### src/rtl/uwlvh_ram.sv
// ----------------------------------------------------------------------------
// uwlvh_ram
// single write port, single read port memory with registered read data
// ----------------------------------------------------------------------------
module uwlvh_ram #(
   parameter int unsigned AW = 6,
   parameter int unsigned DW = 32
) (
   input  logic          clock,
   input  logic          wr_en,
   input  logic [AW-1:0] wr_addr,
   input  logic [DW-1:0] wr_data,
   input  logic          rd_en,
   input  logic [AW-1:0] rd_addr,
   output logic [DW-1:0] rd_data
);

   logic [DW-1:0] mem [2**AW];
   logic [DW-1:0] rd_data_ff;

   always_ff @(posedge clock) begin
      if (wr_en) begin
         mem[wr_addr] <= wr_data;
      end
   end

   // read during write returns the old contents
   always_ff @(posedge clock) begin
      if (rd_en) begin
         rd_data_ff <= mem[rd_addr];
      end
   end

   assign rd_data = rd_data_ff;

endmodule

### config.mk
export PLATFORM = sky130hd
export DESIGN_NAME = uwlvh_ram
export DESIGN_NICKNAME = d
export VERILOG_FILES = /design/src/rtl/uwlvh_ram.sv
export SDC_FILE = /design/constraint.sdc
export NUM_CORES = 2
export LEC_CHECK = 0
export BUFFER_PORTS_ARGS = -buffer_cell sky130_fd_sc_hd__buf_2
export CAP_MARGIN = 20
export CORE_UTILIZATION = 30
export CTS_BUF_LIST = sky130_fd_sc_hd__clkbuf_2 sky130_fd_sc_hd__clkbuf_4 sky130_fd_sc_hd__clkbuf_8
export DETAILED_ROUTE_END_ITERATION = 16
export HOLD_SLACK_MARGIN = 0.1
export PLACE_DENSITY = 0.48
export SLEW_MARGIN = 20
export SYNTH_ARGS = -nofsm -noshare
export SYNTH_HDL_FRONTEND = slang
export SYNTH_SLANG_ARGS = --single-unit
export TNS_END_PERCENT = 100
### constraint.sdc
create_clock -name clock -period 6 [get_ports clock]
set_input_delay 0.3 -clock clock [delete_from_list [all_inputs] [get_ports clock]]
set_output_delay 0.3 -clock clock [all_outputs]
set_load 0.005 [all_outputs]
==> impl_metrics.tcl <==
set metrics [dict create \
    ys_seq_area_frac 0.7923 \
    vias 37900 \
    drt_iter0_markers 4185 \
    drc_errors 0 \
    finalHoldViolCount 0 \
    io_buffers 78 \
    yosys_warnings 0 \
    setup_violations 0 \
    worst-setup-path-type "input port to register" \
    clock_skew_ps 62.05 \
    dp_hpwl_um 123900 \
    avgSynthCellArea_um2 23.72 \
    synthArstFlopShare 0 \
    max_stage_delay_ps 1010 \
    critPathBufInv 2 \
    final_area_um2 91630 \
    antenna_found_initial 29 \
    worst_skew_pair.late_latency_ps 1050 \
    ys_ff_latch 2080 \
    hold_class "input port to register" \
    max_freq_ghz 0.3163 \
    fin_nets 3816 \
    fin_crit_sh 0.5270 \
    place_ws_ps 1847 \
    slew_viol_final 0 \
    n_fill_cell 23990 \
    cp.arrival_ps 3870 \
    drive_gt1_frac 0.3380 \
    area_growth_pct 16.22 \
    placed_cell_area_um2 84520 \
    path_clk_slew_ps 60 \
    finalWirelength_um 231700 \
    power_switching_share 0.2216 \
    io_pins 79 \
    r2r_cells 5 \
    r2r_end "rd_data[17]" \
    die_area_um2 264800 \
    cap_violations 0 \
    slew_headroom 0.1967 \
    synth-edff-count 2080 \
    final_cells 7527 \
    cts.sinks 2080 \
    h-tree-depth 5 \
    postCtsResizedCells 0 \
    cts_tree "yes" \
    mappedNetlistArea_um2 78840 \
    worst_slack_ps 2838 \
    grt_overflow_total 0 \
    post-place-cells 6856 \
    start_util 0.3027 \
    placementRows 187 \
    die_h_um 514.6 \
    synthesis.nets 3371 \
    r2r_setup_slack_ps 3370 \
    cp_cell_sequence "buf_8, buf_4, mux4_2, mux2i_1, nor2_1, o32ai_1, nor3_1" \
    net-switching-power_mw 6.603 \
    numCtsBuffers 363 \
    critPathMaxFanout 53 \
    critPathLaunchType "input port" \
    grt_pass1_wl_um 318000 \
    ctsRootBufferMaster "clkbuf_8" \
    status "complete, no violations" \
    grt_use_total 0.1737 \
    leakagePower_nw 28.19 \
    pwr-share-clk 0.406 \
    fin_crit_ps 3162 \
    rsz0062_at_grt "no" \
    grt_max_degree 94 \
    core_um2 260400 \
    dieWidth_um 514.6 \
    p_int_mw 23.20 \
    ys.flop_type "edfxtp_1" \
    wl_per_cell_um 30.78 \
    worstReg2RegStart "mem[37][17]" \
    worstPathRequired_ps 6710 \
    crit_path_end_kind "register" \
    cpLargestDelayFamily "buffers and inverters" \
    worst_slew_pin_slew_ps 1201 \
    finalSetupTns_ps 0 \
    whs_ps 244.8 \
    gp_congestion 0.7292 \
    whs_path_depth 3 \
    ant_nets 0 \
    drt_pass1_iterations 5 \
    clockBufferDepth 4 \
    p_comb_frac 0.051 \
    holdPathEnd "mem[38][4]" \
    irDropWorstVdd_mv 0.2455 \
    seqPwrFrac 0.543 \
    grt_pass1_vias 39280 \
    holdCritStartpoint "wr_addr[3]" \
    synth_cell_types 33 \
    cp_slowest_cell "o32ai_1" \
    p_per_area_nw_per_um2 325.3 \
    viasPerCell 5.035 \
    synth_cells 3324 \
]
==> worst max-delay path by stage <==
stage               cells after the start  startpoint     endpoint  slack (ps)
finish                                  7  rd_addr[0]  rd_data[17]        2840
global route                            7  rd_addr[0]  rd_data[17]        2820
CTS                                     6  wr_addr[2]  mem[29][14]        2940
detailed placement                      7  rd_addr[0]  rd_data[17]        1850
global placement                        7  rd_addr[0]  rd_data[20]        1750
floorplan                               4  wr_addr[3]   mem[48][0]        2540
==> logic make-up (layout without fill, tap and decap cells) <==
group           count (synthesis)  count (layout)  synth area share
simple gates                  223             223           0.01260
mux                           637             637            0.1672
buf+inv                       182             864           0.01124
compound gates                202             202           0.01666
flops                        2080            2080            0.7923
other cells                     0              25                 0
==> metrics by stage <==
step	util	total power [mW]
2_1_floorplan	-	17.24
3_3_place_gp	0.3241	17.98
3_5_place_dp	0.3246	18.00
4_1_cts	0.3513	30.13
5_1_grt	0.3517	30.78
6_report	0.3518	29.80
==> layout make-up <==
type / instances / area [um^2] / area share
antenna: 25 / 62.56 / 0.0006828
multi-input combinational: 1062 / 16000 / 0.1746
sequential: 2080 / 62460 / 0.6817
tap: 3496 / 4374 / 0.04774
timing repair buffer: 262 / 2201 / 0.02402
clock buffer: 482 / 5927 / 0.06469
clock inverter: 120 / 605.6 / 0.006609
==> metal layers <==
layer  GRT usage  routed length [um]  up-vias
met5           0                  12        -
met4     0.05306                6065        2
met3     0.03931               16260      384
met2      0.2770              110600     1332
met1      0.2358               98710    20940
li1            -                   -    15240
==> registers in the layout, summed over array words and instances (netlist names) <==
signal   count
mem       2048
rd_data     32
==> worst reg2reg max path: cells and delay by family (launching register included) <==
kind,cells,cell delay [ps]
flip-flops,1,370
AO/OA/AOI/OAI,1,1010
AND/OR/NAND/NOR,2,260
multiplexers,2,660
==> cells in the mapped netlist (all sizes together), types with 12 or more instances <==
| master | count | area (um^2) |
|---|---|---|
| a21oi | 62 | 310.3 |
| a22oi | 12 | 90.09 |
| buf | 108 | 608.1 |
| clkbuf | 74 | 277.8 |
| edfxtp | 2080 | 62460 |
| mux2i | 93 | 930.9 |
| mux4 | 544 | 12250 |
| nand2 | 26 | 97.59 |
| nor2 | 137 | 514.2 |
| nor2b | 15 | 93.84 |
| o221ai | 27 | 236.5 |
| o22ai | 84 | 525.5 |
==> power by group through the flow <==
stage	sequential [mW]	combinational, mW	clock, mW
6_report	16.2	1.51	12.1
5_1_grt	16.2	1.61	13.0
4_1_cts	16.2	1.53	12.4
3_5_place_dp	16.5	1.50	0
3_3_place_gp	16.5	1.49	0
2_1_floorplan	16.5	0.783	0
==> layout by cell type, fill, tap and decap left out, types with 6 or more instances in the layout <==
cell              n
a21oi_1          62
buf_12           16
nor2_1           75
a311oi_1          8
mux4_2          544
o221ai_1         27
o22ai_1          83
buf_4           134
edfxtp_1       2080
clkbuf_4        113
clkinv_1         88
buf_2            63
nor2_4           62
a22oi_1          12
nand2_1          25
dlygate4sd3_1    42
clkbuf_8        369
clkinvlp_4        6
mux2i_1          93
diode_2          25
nor2b_1          15
clkinv_2         22
==> repair_timing <==
| action | 4_1_cts | 5_1_grt |
|---|---|---|
| endpoints found under the setup margin | 0 | 0 |
| setup buffers | 0 | 0 |
| hold endpoints to repair | 2138 | 0 |
| hold buffers | 42 | 0 |
Power figures use the tool's default switching activity.
