[src/rtl/uwlvh_pkg.sv]
// ----------------------------------------------------------------------------
// uwlvh_pkg
// shared types, codes and character helpers of the word length histogram
// ----------------------------------------------------------------------------
package uwlvh_pkg;

   // operation codes on the request channel
   typedef enum logic [1:0] {
      OP_PUSH  = 2'd0,
      OP_READ  = 2'd1,
      OP_CLEAR = 2'd2,
      OP_NONE  = 2'd3
   } op_type;

   // utf-8 decode phase
   typedef enum logic [1:0] {
      PH_IDLE  = 2'd0,
      PH_LATIN = 2'd1,
      PH_MID   = 2'd2,
      PH_LAST  = 2'd3
   } phase_type;

   localparam logic [7:0] LATIN_LEAD = 8'hC3;
   localparam logic [7:0] ASCII_TOP  = 8'h80;
   localparam logic [7:0] LEAD3_MIN  = 8'hE0;
   localparam logic [7:0] LEAD4_MIN  = 8'hF0;
   localparam logic [7:0] LEAD4_MAX  = 8'hF7;
   localparam logic [7:0] CASE_GAP   = 8'h20;

   localparam int unsigned COUNT_W = 32;

   function automatic logic [COUNT_W-1:0] sat_inc(input logic [COUNT_W-1:0] v);
      logic [COUNT_W-1:0] r;
      r = (v == '1) ? v : v + COUNT_W'(1);
      return r;
   endfunction

   // final byte of a 3-byte punctuation sequence
   function automatic logic [7:0] map_three_byte(input logic [7:0] b);
      logic [7:0] r;
      case (b) inside
         8'h93:          r = 8'h2D;
         8'h98, 8'h99:   r = 8'h27;
         8'h9C, 8'h9D:   r = 8'h22;
         8'hA6:          r = 8'h2E;
         default:        r = b;
      endcase
      return r;
   endfunction

   // byte after 0xc3: accented letters folded to uppercase ascii, others raw
   function automatic logic [7:0] map_latin(input logic [7:0] b);
      logic [7:0] r;
      case (b) inside
         [8'h80:8'h83], [8'hA0:8'hA3]: r = 8'h41;
         [8'h88:8'h8A], [8'hA8:8'hAA]: r = 8'h45;
         [8'h8C:8'h8D], [8'hAC:8'hAD]: r = 8'h49;
         [8'h92:8'h95], [8'hB2:8'hB5]: r = 8'h4F;
         [8'h99:8'h9A], [8'hB9:8'hBA]: r = 8'h55;
         8'h87, 8'hA7:                 r = 8'h43;
         default:                      r = b;
      endcase
      return r;
   endfunction

   function automatic logic is_separator(input logic [7:0] x);
      logic r;
      case (x) inside
         8'h09, 8'h0A, 8'h0D, 8'h20, 8'h21, 8'h22, 8'h28, 8'h29,
         8'h2C, 8'h2D, 8'h2E, 8'h3A, 8'h3B, 8'h3F, 8'h5B, 8'h5D: r = 1'b1;
         default:                                                r = 1'b0;
      endcase
      return r;
   endfunction

   function automatic logic is_word_char(input logic [7:0] x);
      logic r;
      case (x) inside
         [8'h30:8'h39], [8'h41:8'h5A], [8'h61:8'h7A], 8'h5F: r = 1'b1;
         default:                                           r = 1'b0;
      endcase
      return r;
   endfunction

   function automatic logic is_vowel(input logic [7:0] x);
      logic [7:0] u;
      logic       r;
      u = (x inside {[8'h61:8'h7A]}) ? x - CASE_GAP : x;
      case (u) inside
         8'h41, 8'h45, 8'h49, 8'h4F, 8'h55: r = 1'b1;
         default:                           r = 1'b0;
      endcase
      return r;
   endfunction

endpackage

[src/rtl/uwlvh_front.sv]
// ----------------------------------------------------------------------------
// uwlvh_front
// utf-8 decode, character classify and open word / running totals
// ----------------------------------------------------------------------------
module uwlvh_front #(
   parameter int unsigned LENGTH_BINS = 64
) (
   input  logic                          clock,
   input  logic                          reset,
   input  logic                          accept,
   input  uwlvh_pkg::op_type             operation,
   input  logic [7:0]                    data_byte,
   output logic                          close,
   output logic [$clog2(LENGTH_BINS)-1:0] close_length,
   output logic [$clog2(LENGTH_BINS)-1:0] close_vowels,
   output logic [uwlvh_pkg::COUNT_W-1:0] total_next,
   output logic [$clog2(LENGTH_BINS)-1:0] longest_next
);

   import uwlvh_pkg::*;

   localparam int unsigned LW = $clog2(LENGTH_BINS);
   localparam logic [LW-1:0] CHAR_MAX = LW'(LENGTH_BINS - 1);

   phase_type      phase_ff, phase_in;
   logic [LW-1:0]  chars_ff, chars_in;
   logic [LW-1:0]  vowels_ff, vowels_in;
   logic [COUNT_W-1:0] total_ff;
   logic [LW-1:0]  longest_ff;

   logic       push;
   logic       have;
   logic [7:0] ch;
   logic       sep;
   logic       extend;

   assign push = accept && (operation == OP_PUSH);

   // next decode phase
   always_comb begin
      phase_in = phase_ff;
      if (push) begin
         case (phase_ff)
            PH_LATIN: phase_in = PH_IDLE;
            PH_MID:   phase_in = PH_LAST;
            PH_LAST:  phase_in = PH_IDLE;
            PH_IDLE: begin
               if (data_byte == LATIN_LEAD) begin
                  phase_in = PH_LATIN;
               end else if (data_byte >= LEAD4_MIN && data_byte <= LEAD4_MAX) begin
                  phase_in = PH_IDLE;
               end else if (data_byte >= LEAD3_MIN) begin
                  phase_in = PH_MID;
               end
            end
            default:  phase_in = PH_IDLE;
         endcase
      end
   end

   // character produced by this byte
   always_comb begin
      have = 1'b0;
      ch   = data_byte;
      case (phase_ff)
         PH_LATIN: begin
            have = 1'b1;
            ch   = map_latin(data_byte);
         end
         PH_LAST: begin
            have = 1'b1;
            ch   = map_three_byte(data_byte);
         end
         PH_IDLE: begin
            have = (data_byte < ASCII_TOP);
         end
         default: have = 1'b0;
      endcase
   end

   assign sep    = have && is_separator(ch);
   assign close  = push && sep && (chars_ff != '0);
   assign extend = push && have && !sep && is_word_char(ch) && (chars_ff != CHAR_MAX);

   always_comb begin
      chars_in  = chars_ff;
      vowels_in = vowels_ff;
      if (close) begin
         chars_in  = '0;
         vowels_in = '0;
      end else if (extend) begin
         chars_in = chars_ff + LW'(1);
         if (is_vowel(ch)) begin
            vowels_in = vowels_ff + LW'(1);
         end
      end
   end

   always_comb begin
      total_next   = total_ff;
      longest_next = longest_ff;
      if (accept && operation == OP_CLEAR) begin
         total_next   = '0;
         longest_next = '0;
      end else if (close) begin
         total_next = sat_inc(total_ff);
         if (chars_ff > longest_ff) begin
            longest_next = chars_ff;
         end
      end
   end

   always_ff @(posedge clock) begin
      if (reset) begin
         phase_ff   <= PH_IDLE;
         chars_ff   <= '0;
         vowels_ff  <= '0;
         total_ff   <= '0;
         longest_ff <= '0;
      end else begin
         phase_ff   <= phase_in;
         chars_ff   <= chars_in;
         vowels_ff  <= vowels_in;
         total_ff   <= total_next;
         longest_ff <= longest_next;
      end
   end

   assign close_length = chars_ff;
   assign close_vowels = vowels_ff;

endmodule

[config.mk]
export PLATFORM = sky130hd
export DESIGN_NAME = uwlvh_front
export DESIGN_NICKNAME = d
export VERILOG_FILES = /design/src/rtl/uwlvh_pkg.sv /design/src/rtl/uwlvh_front.sv
export SDC_FILE = /design/constraint.sdc
export NUM_CORES = 1
export LEC_CHECK = 0
export BUFFER_PORTS_ARGS = -buffer_cell sky130_fd_sc_hd__buf_2
export CORE_MARGIN = 3
export CORE_UTILIZATION = 60
export DETAILED_ROUTE_END_ITERATION = 6
export PLACE_DENSITY = 0.88
export SYNTH_ARGS = -nofsm -noshare
export SYNTH_HDL_FRONTEND = slang
export SYNTH_SLANG_ARGS = --single-unit
[constraint.sdc]
create_clock -name clock -period 8.38 [get_ports clock]
set_input_delay 0.419 -clock clock [delete_from_list [all_inputs] [get_ports clock]]
set_output_delay 0.419 -clock clock [all_outputs]
set_load 0.05 [all_outputs]
==> results.py, run 1 <==
metrics = {
    "timing": {
        "tns_ns": 0,
        "skew_ns": 0.0194,
        "maxSlewViolCount": 0,
        "hold_viol": 0,
        "fin_ws_ns": 3.54,
        "fin_crit_sh": 0.578,
        "timing.fmax_mhz": 206,
        "finalCriticalPeriod_ns": 4.84,
        "rsz0062_at_grt": "no",
        "finalSetupViolCount": 0,
        "slew_headroom": 0.158,
        "worstMarginPinSlew_ns": 1.26,
    },
    "critical_path": {
        "crit_fanout": 38,
        "slowest_delay_ns": 1.08,
        "start_kind": "input pin",
        "r2r_cells": 9,
        "cp_data_arrival_time_ns": 4.43,
        "cp_slowest_cell": "o221a_1",
        "crit_cells": 11,
        "worst-path-buf-inv": 2,
        "r2r_slack_ns": 4.61,
        "critPathRequiredTime_ns": 7.96,
        "cpMostUsedCell": "a21oi_1",
        "critical_path.cell_chain": "buf_2 -> nor2b_1 -> a21oi_1 -> o221a_1 -> a211oi_1 -> a21oi_1 -> nor2_1 -> o221a_1 -> o21ai_0 -> a21oi_1 -> buf_2",
        "path_class": "in -> out",
        "end_kind": "primary output",
        "cp_top_family": "compound AO/OA/AOI/OAI gates",
    },
    "power_and_ir_drop": {
        "leakagePower_nw": 1.77,
        "p_per_area_mw_per_mm2": 102,
        "p_clk_frac": 0.368,
        "peakVddDrop_mv": 0.0934,
        "p_seq_frac": 0.508,
        "power_frac_comb": 0.124,
        "finalPower_mw": 0.487,
        "p_int_mw": 0.354,
        "p_switching_mw": 0.133,
        "netSwitchingFraction": 0.273,
    },
    "synthesis": {
        "synth-edff-count": 0,
        "async_reset_ff_frac": 0,
        "yosys_most_used_dff": "dfxtp_1",
        "synth_area_leader_cell": "dfxtp_1",
        "synthCells": 594,
        "yosysTopAreaCellShare": 0.238,
        "synth_area_leaders": "dfxtp_1 24%, a21oi_1 6.3%, nand2_1 6.2%, mux2i_1 5.3%, ha_1 3.7%",
        "synth-seq-cells": 52,
        "avgSynthCellArea_um2": 7.37,
        "ys_types": 74,
        "syn_nets": 620,
        "ys_seq_area_frac": 0.238,
        "netlist_area_mm2": 0.00438,
        "ys_warn_count": 0,
    },
    "floorplanning": {
        "ios": 64,
        "start_util": 0.630,
        "die_w_um": 91.4,
        "design.core.area_mm2": 0.00694,
        "die_y_um": 91.4,
        "num_rows": 30,
        "dieArea_mm2": 0.00835,
    },
    "job": {
        "drv_cap": 0,
    },
    "global_route": {
        "gr-total-overflow": 0,
        "grt_pass1_wl_um": 19900,
        "antenna_found_initial": 0,
        "grt_max_degree": 39,
        "grt_pass1_vias": 4245,
        "grtUsageTotal": 0.279,
    },
    "routing": {
        "drtPass1Iterations": 5,
        "viasPerCell": 6.59,
        "routedWlPerCell_um": 16.6,
        "drc": 0,
        "drt_iter0_markers": 452,
        "antenna_left": 0,
        "vias": 4795,
        "totalWireLength_um": 12100,
    },
    "cts": {
        "cts-root-buf": "clkbuf_8",
        "clkTransAtPathRegs_ns": 0.09,
        "post_cts_buffers": 0,
        "htree_num_levels": 2,
        "numCtsBuffers": 5,
        "clkLatencyLatePin_ns": 0.32,
        "cts_tree": "yes",
        "post_cts_resized": 0,
        "cts_hold_repair.buffers": 0,
        "clk_path_buf_depth": 2,
        "clkSinkCount": 52,
    },
    "worst_hold_path": {
        "hold_depth": 2,
        "hp-class": "in -> reg",
    },
    "layout": {
        "nNetsFinal": 657,
        "fin_area_mm2": 0.00478,
        "syn2layout_area_growth_pct": 9.29,
        "antenna_cells": 0,
        "layout-drive-gt1-share": 0.160,
    },
    "outcome": {
        "status": "complete, no violations",
    },
    "placed_design": {
        "port_buffers": 63,
        "gp_congestion": 0.942,
        "dp_hpwl_um": 8600,
        "post-place-ws_ns": 3.71,
        "placed_cell_area_mm2": 0.00467,
    },
}
[Yosys cell counts, types with 10 or more instances]
cell       n
a21oi_1   55
buf_2     10
clkbuf_1  23
dfxtp_1   52
ha_1      13
inv_1     32
mux2i_1   23
nand2_1   72
nand2b_1  12
nand3_1   17
nand4_1   26
nor2_1    29
nor3_1    15
o211ai_1  19
o21ai_0   23
or3_1     20
[final cells by class]
cell class	count	area [µm²]
clock buffer	5	68.8
clock inverter	3	42.5
fill	573	2160
inverter	33	124
multi-input combinational	471	3030
sequential	52	1040
tap	96	120
timing repair buffer	68	353
[layer usage]
metal  track usage  vias to the layer above  routed length (µm)
met4        0.0829                        0                 246
li1              -                     2297                   -
met5             0                        -                   0
met1         0.382                     2242                5420
met2         0.455                      227                5600
met3        0.0389                       29                 789
[kinds of logic (layout without fill, tap and decap cells)]
family | Yosys count | in the layout | synth area share
adders and majority gates | 13 | 13 | 0.0372
and+or+nand+nor | 253 | 253 | 0.316
xor gates and xnor gates | 9 | 9 | 0.0180
muxes | 23 | 23 | 0.0526
buffers and inverters | 71 | 109 | 0.0689
DFF | 52 | 52 | 0.238
AOI/OAI and AO/OA | 173 | 173 | 0.269
[path summary, 6_finish.rpt]
path                                    start              to
worst min-delay path                    reset     phase_ff[0]
worst min register to register  longest_ff[2]   longest_ff[2]
worst max register to register    phase_ff[0]    total_ff[23]
worst max-delay path             data_byte[3]  total_next[23]
[power by group through the flow]
stage | combinational (mW) | sequential (mW) | clock (mW)
CTS | 0.0590 | 0.247 | 0.180
global route | 0.0662 | 0.248 | 0.185
finish | 0.0604 | 0.247 | 0.179
detailed placement | 0.0587 | 0.253 | 0
global placement | 0.0575 | 0.253 | 0
floorplan | 0.0456 | 0.253 | 0
[through the flow]
step | util | hold WS [ns] | std cells
detailed placement | 0.673 | 0.483 | 720
global route | 0.689 | 0.479 | 728
finish | 0.689 | 0.467 | 728
global placement | 0.673 | 0.472 | 720
floorplan | - | 0.451 | 594
CTS | 0.689 | 0.475 | 728
[flip-flops by register name (all words and copies together), names as in the netlist]
| signal | flops |
|---|---|
| close_length | 6 |
| phase_ff | 2 |
| close_vowels | 6 |
| total_ff | 32 |
| longest_ff | 6 |
[layout by cell type, fill, tap and decap left out, types with 6 or more instances in the layout]
| master | count |
|---|---|
| nand2_1 | 72 |
| buf_2 | 63 |
| a21oi_1 | 55 |
| dfxtp_1 | 52 |
| inv_1 | 32 |
| nor2_1 | 29 |
| nand4_1 | 26 |
| o21ai_0 | 23 |
| mux2i_1 | 23 |
| or3_1 | 20 |
| o211ai_1 | 19 |
| nand3_1 | 17 |
| nor3_1 | 15 |
| ha_1 | 13 |
| nand2b_1 | 12 |
| and3_1 | 8 |
| xnor2_1 | 8 |
| a211oi_1 | 8 |
| nor2b_1 | 7 |
| nand3b_1 | 7 |
| nor4_1 | 7 |
| a31o_2 | 7 |
| nor3b_1 | 6 |
| a31oi_1 | 6 |
| o31ai_1 | 6 |
(Power assumes the default switching activity.)
==> run 2, diff against run 1 <==
--- a/config.mk
+++ b/config.mk
@@ -7,9 +7,9 @@
 export LEC_CHECK = 0
 export BUFFER_PORTS_ARGS = -buffer_cell sky130_fd_sc_hd__buf_2
 export CORE_MARGIN = 3
-export CORE_UTILIZATION = 60
+export CORE_UTILIZATION = 53
 export DETAILED_ROUTE_END_ITERATION = 6
-export PLACE_DENSITY = 0.88
+export PLACE_DENSITY = 0.83
 export SYNTH_ARGS = -nofsm -noshare
 export SYNTH_HDL_FRONTEND = slang
 export SYNTH_SLANG_ARGS = --single-unit
==> constraint.sdc (replaced) <==
create_clock -name clock -period 4.4 [get_ports clock]
set_input_delay 0.22 -clock clock [delete_from_list [all_inputs] [get_ports clock]]
set_output_delay 0.22 -clock clock [all_outputs]
set_load 0.05 [all_outputs]
==> run 2 against run 1 <==
  * Cell area rose by 1.3%
  * Global-route usage fell by 3.7 points
  * First-iteration DRC count fell by 29%
  * Non-clock buffer count rose by 5
  * Power rose by 92%
  * Hold slack got worse by 0.20 ns
  * Register-to-register slack got worse by 3.5 ns
  * Die area rose by 12%
  * Setup slack got worse by 3.1 ns
  * Clock power rose by 94%
==> results.py, run 2 (synthesis results as in run 1) <==
metrics = {
    "placed_design": {
        "dp_hpwl_um": 8630,
        "post-place-ws_ns": 0.647,
        "gp_congestion": 0.941,
        "placed_cell_area_mm2": 0.00473,
        "port_buffers": 63,
    },
    "routing": {
        "wl_met3_um": 970,
        "drc": 0,
        "routedWlPerCell_um": 16.0,
        "drtPass1Iterations": 5,
        "vias": 4774,
        "viasPerCell": 6.46,
        "totalWireLength_um": 11800,
        "antenna_left": 0,
        "highest_layer": "met4",
        "wl_met2_um": 5420,
        "drt_iter0_markers": 321,
        "wl_met1_um": 5240,
    },
    "critical_path": {
        "cp_data_arrival_time_ns": 3.73,
        "start_kind": "register",
        "path_class": "reg -> out",
        "end_kind": "primary output",
        "critPathRequiredTime_ns": 4.18,
        "crit_fanout": 38,
    },
    "timing": {
        "rsz0062_at_grt": "no",
        "skew_ns": 0.0117,
        "slew_headroom": 0.391,
        "fin_crit_sh": 0.897,
        "finalCriticalPeriod_ns": 3.95,
        "worstMarginPinSlew_ns": 0.911,
        "finalSetupViolCount": 0,
        "fin_ws_ns": 0.454,
        "timing.fmax_mhz": 253,
        "tns_ns": 0,
        "hold_viol": 0,
        "whs_ns": 0.265,
        "maxSlewViolCount": 0,
    },
    "layout": {
        "final_common_cell": "nand2_1",
        "multi_input_area_mm2": 0.00303,
        "regArea_mm2": 0.00104,
        "syn2layout_area_growth_pct": 10.7,
        "largest_reg_flops": 32,
        "layout-drive-gt1-share": 0.166,
        "fin_area_mm2": 0.00484,
        "antenna_cells": 0,
        "largest-register": "total_ff",
        "layout_common_cells": "72 x nand2_1, 63 x buf_2, 55 x a21oi_1",
        "fillers": 714,
        "nNetsFinal": 662,
    },
    "floorplanning": {
        "start_util": 0.555,
        "die_y_um": 96.9,
        "die_w_um": 96.9,
        "ios": 64,
        "num_rows": 32,
        "dieArea_mm2": 0.00938,
        "design.core.area_mm2": 0.00789,
    },
    "power_and_ir_drop": {
        "p_per_area_mw_per_mm2": 193,
        "peakVddDrop_mv": 0.117,
        "leakagePower_nw": 1.81,
    },
    "worst_hold_path": {
        "hp-class": "in -> reg",
    },
    "job": {
        "drv_cap": 0,
    },
    "cts": {
        "post_cts_buffers": 0,
        "numCtsBuffers": 5,
        "clkLatencyLatePin_ns": 0.31,
        "clkSinkCount": 52,
        "htree_num_levels": 2,
        "cts-root-buf": "clkbuf_8",
        "cts_hold_repair.buffers": 0,
        "cts_tree": "yes",
        "clk_path_buf_depth": 2,
        "clkTransAtPathRegs_ns": 0.10,
        "post_cts_resized": 0,
    },
    "global_route": {
        "grt_max_degree": 39,
        "grtUsageTotal": 0.242,
        "antenna_found_initial": 0,
        "grt_pass1_vias": 4319,
        "grt_pass1_wl_um": 19900,
        "gr-total-overflow": 0,
    },
    "outcome": {
        "status": "complete, no violations",
    },
}
-- run 2: final timing paths --
check	end	depth (start not counted)	slack [ns]	from
max reg2reg	close_length[4]	11	1.08	phase_ff[1]
min reg2reg	total_ff[7]	2	0.49	total_ff[7]
min	phase_ff[0]	2	0.26	reset
max	total_next[7]	11	0.45	phase_ff[0]
-- run 2: cell type report --
type / count / area share
repair buffers: 73 / 0.0832
inverters: 33 / 0.0256
clock buffers: 5 / 0.0142
flip-flops and latches: 52 / 0.215
well taps: 102 / 0.0263
clock inverters: 3 / 0.00981
multi-input cells: 471 / 0.626
-- run 2: metrics by stage --
step	instances	util	power, mW
after floorplan	594	-	0.569
after CTS	739	0.614	0.936
after global routing	739	0.614	0.966
final	739	0.614	0.935
after detailed placement	731	0.599	0.595
after global placement	731	0.599	0.593
-- run 2: report_power, final --
group          internal, mW  switching (mW)
combinational        0.0351          0.0813
clock                 0.172           0.176
sequential            0.471        0.000706
-- run 2: worst max-delay path, cell delays in order (launching register included) --
cell and delay [ns]:
dfxtp_1 0.58, nor2b_1 0.24, nand2_1 0.14, o311ai_2 0.53
nand3b_1 0.18, a21oi_1 0.27, nand2_1 0.11, o221a_1 0.25
buf_12 0.17, or4_4 0.51, mux2i_1 0.15, buf_2 0.27
-- run 2: routing by layer --
| layer | vias up | GRT usage |
|---|---|---|
| met5 | - | 0 |
| met3 | 23 | 0.0411 |
| met4 | 0 | 0.0594 |
| met2 | 216 | 0.390 |
| met1 | 2214 | 0.337 |
| li1 | 2321 | - |
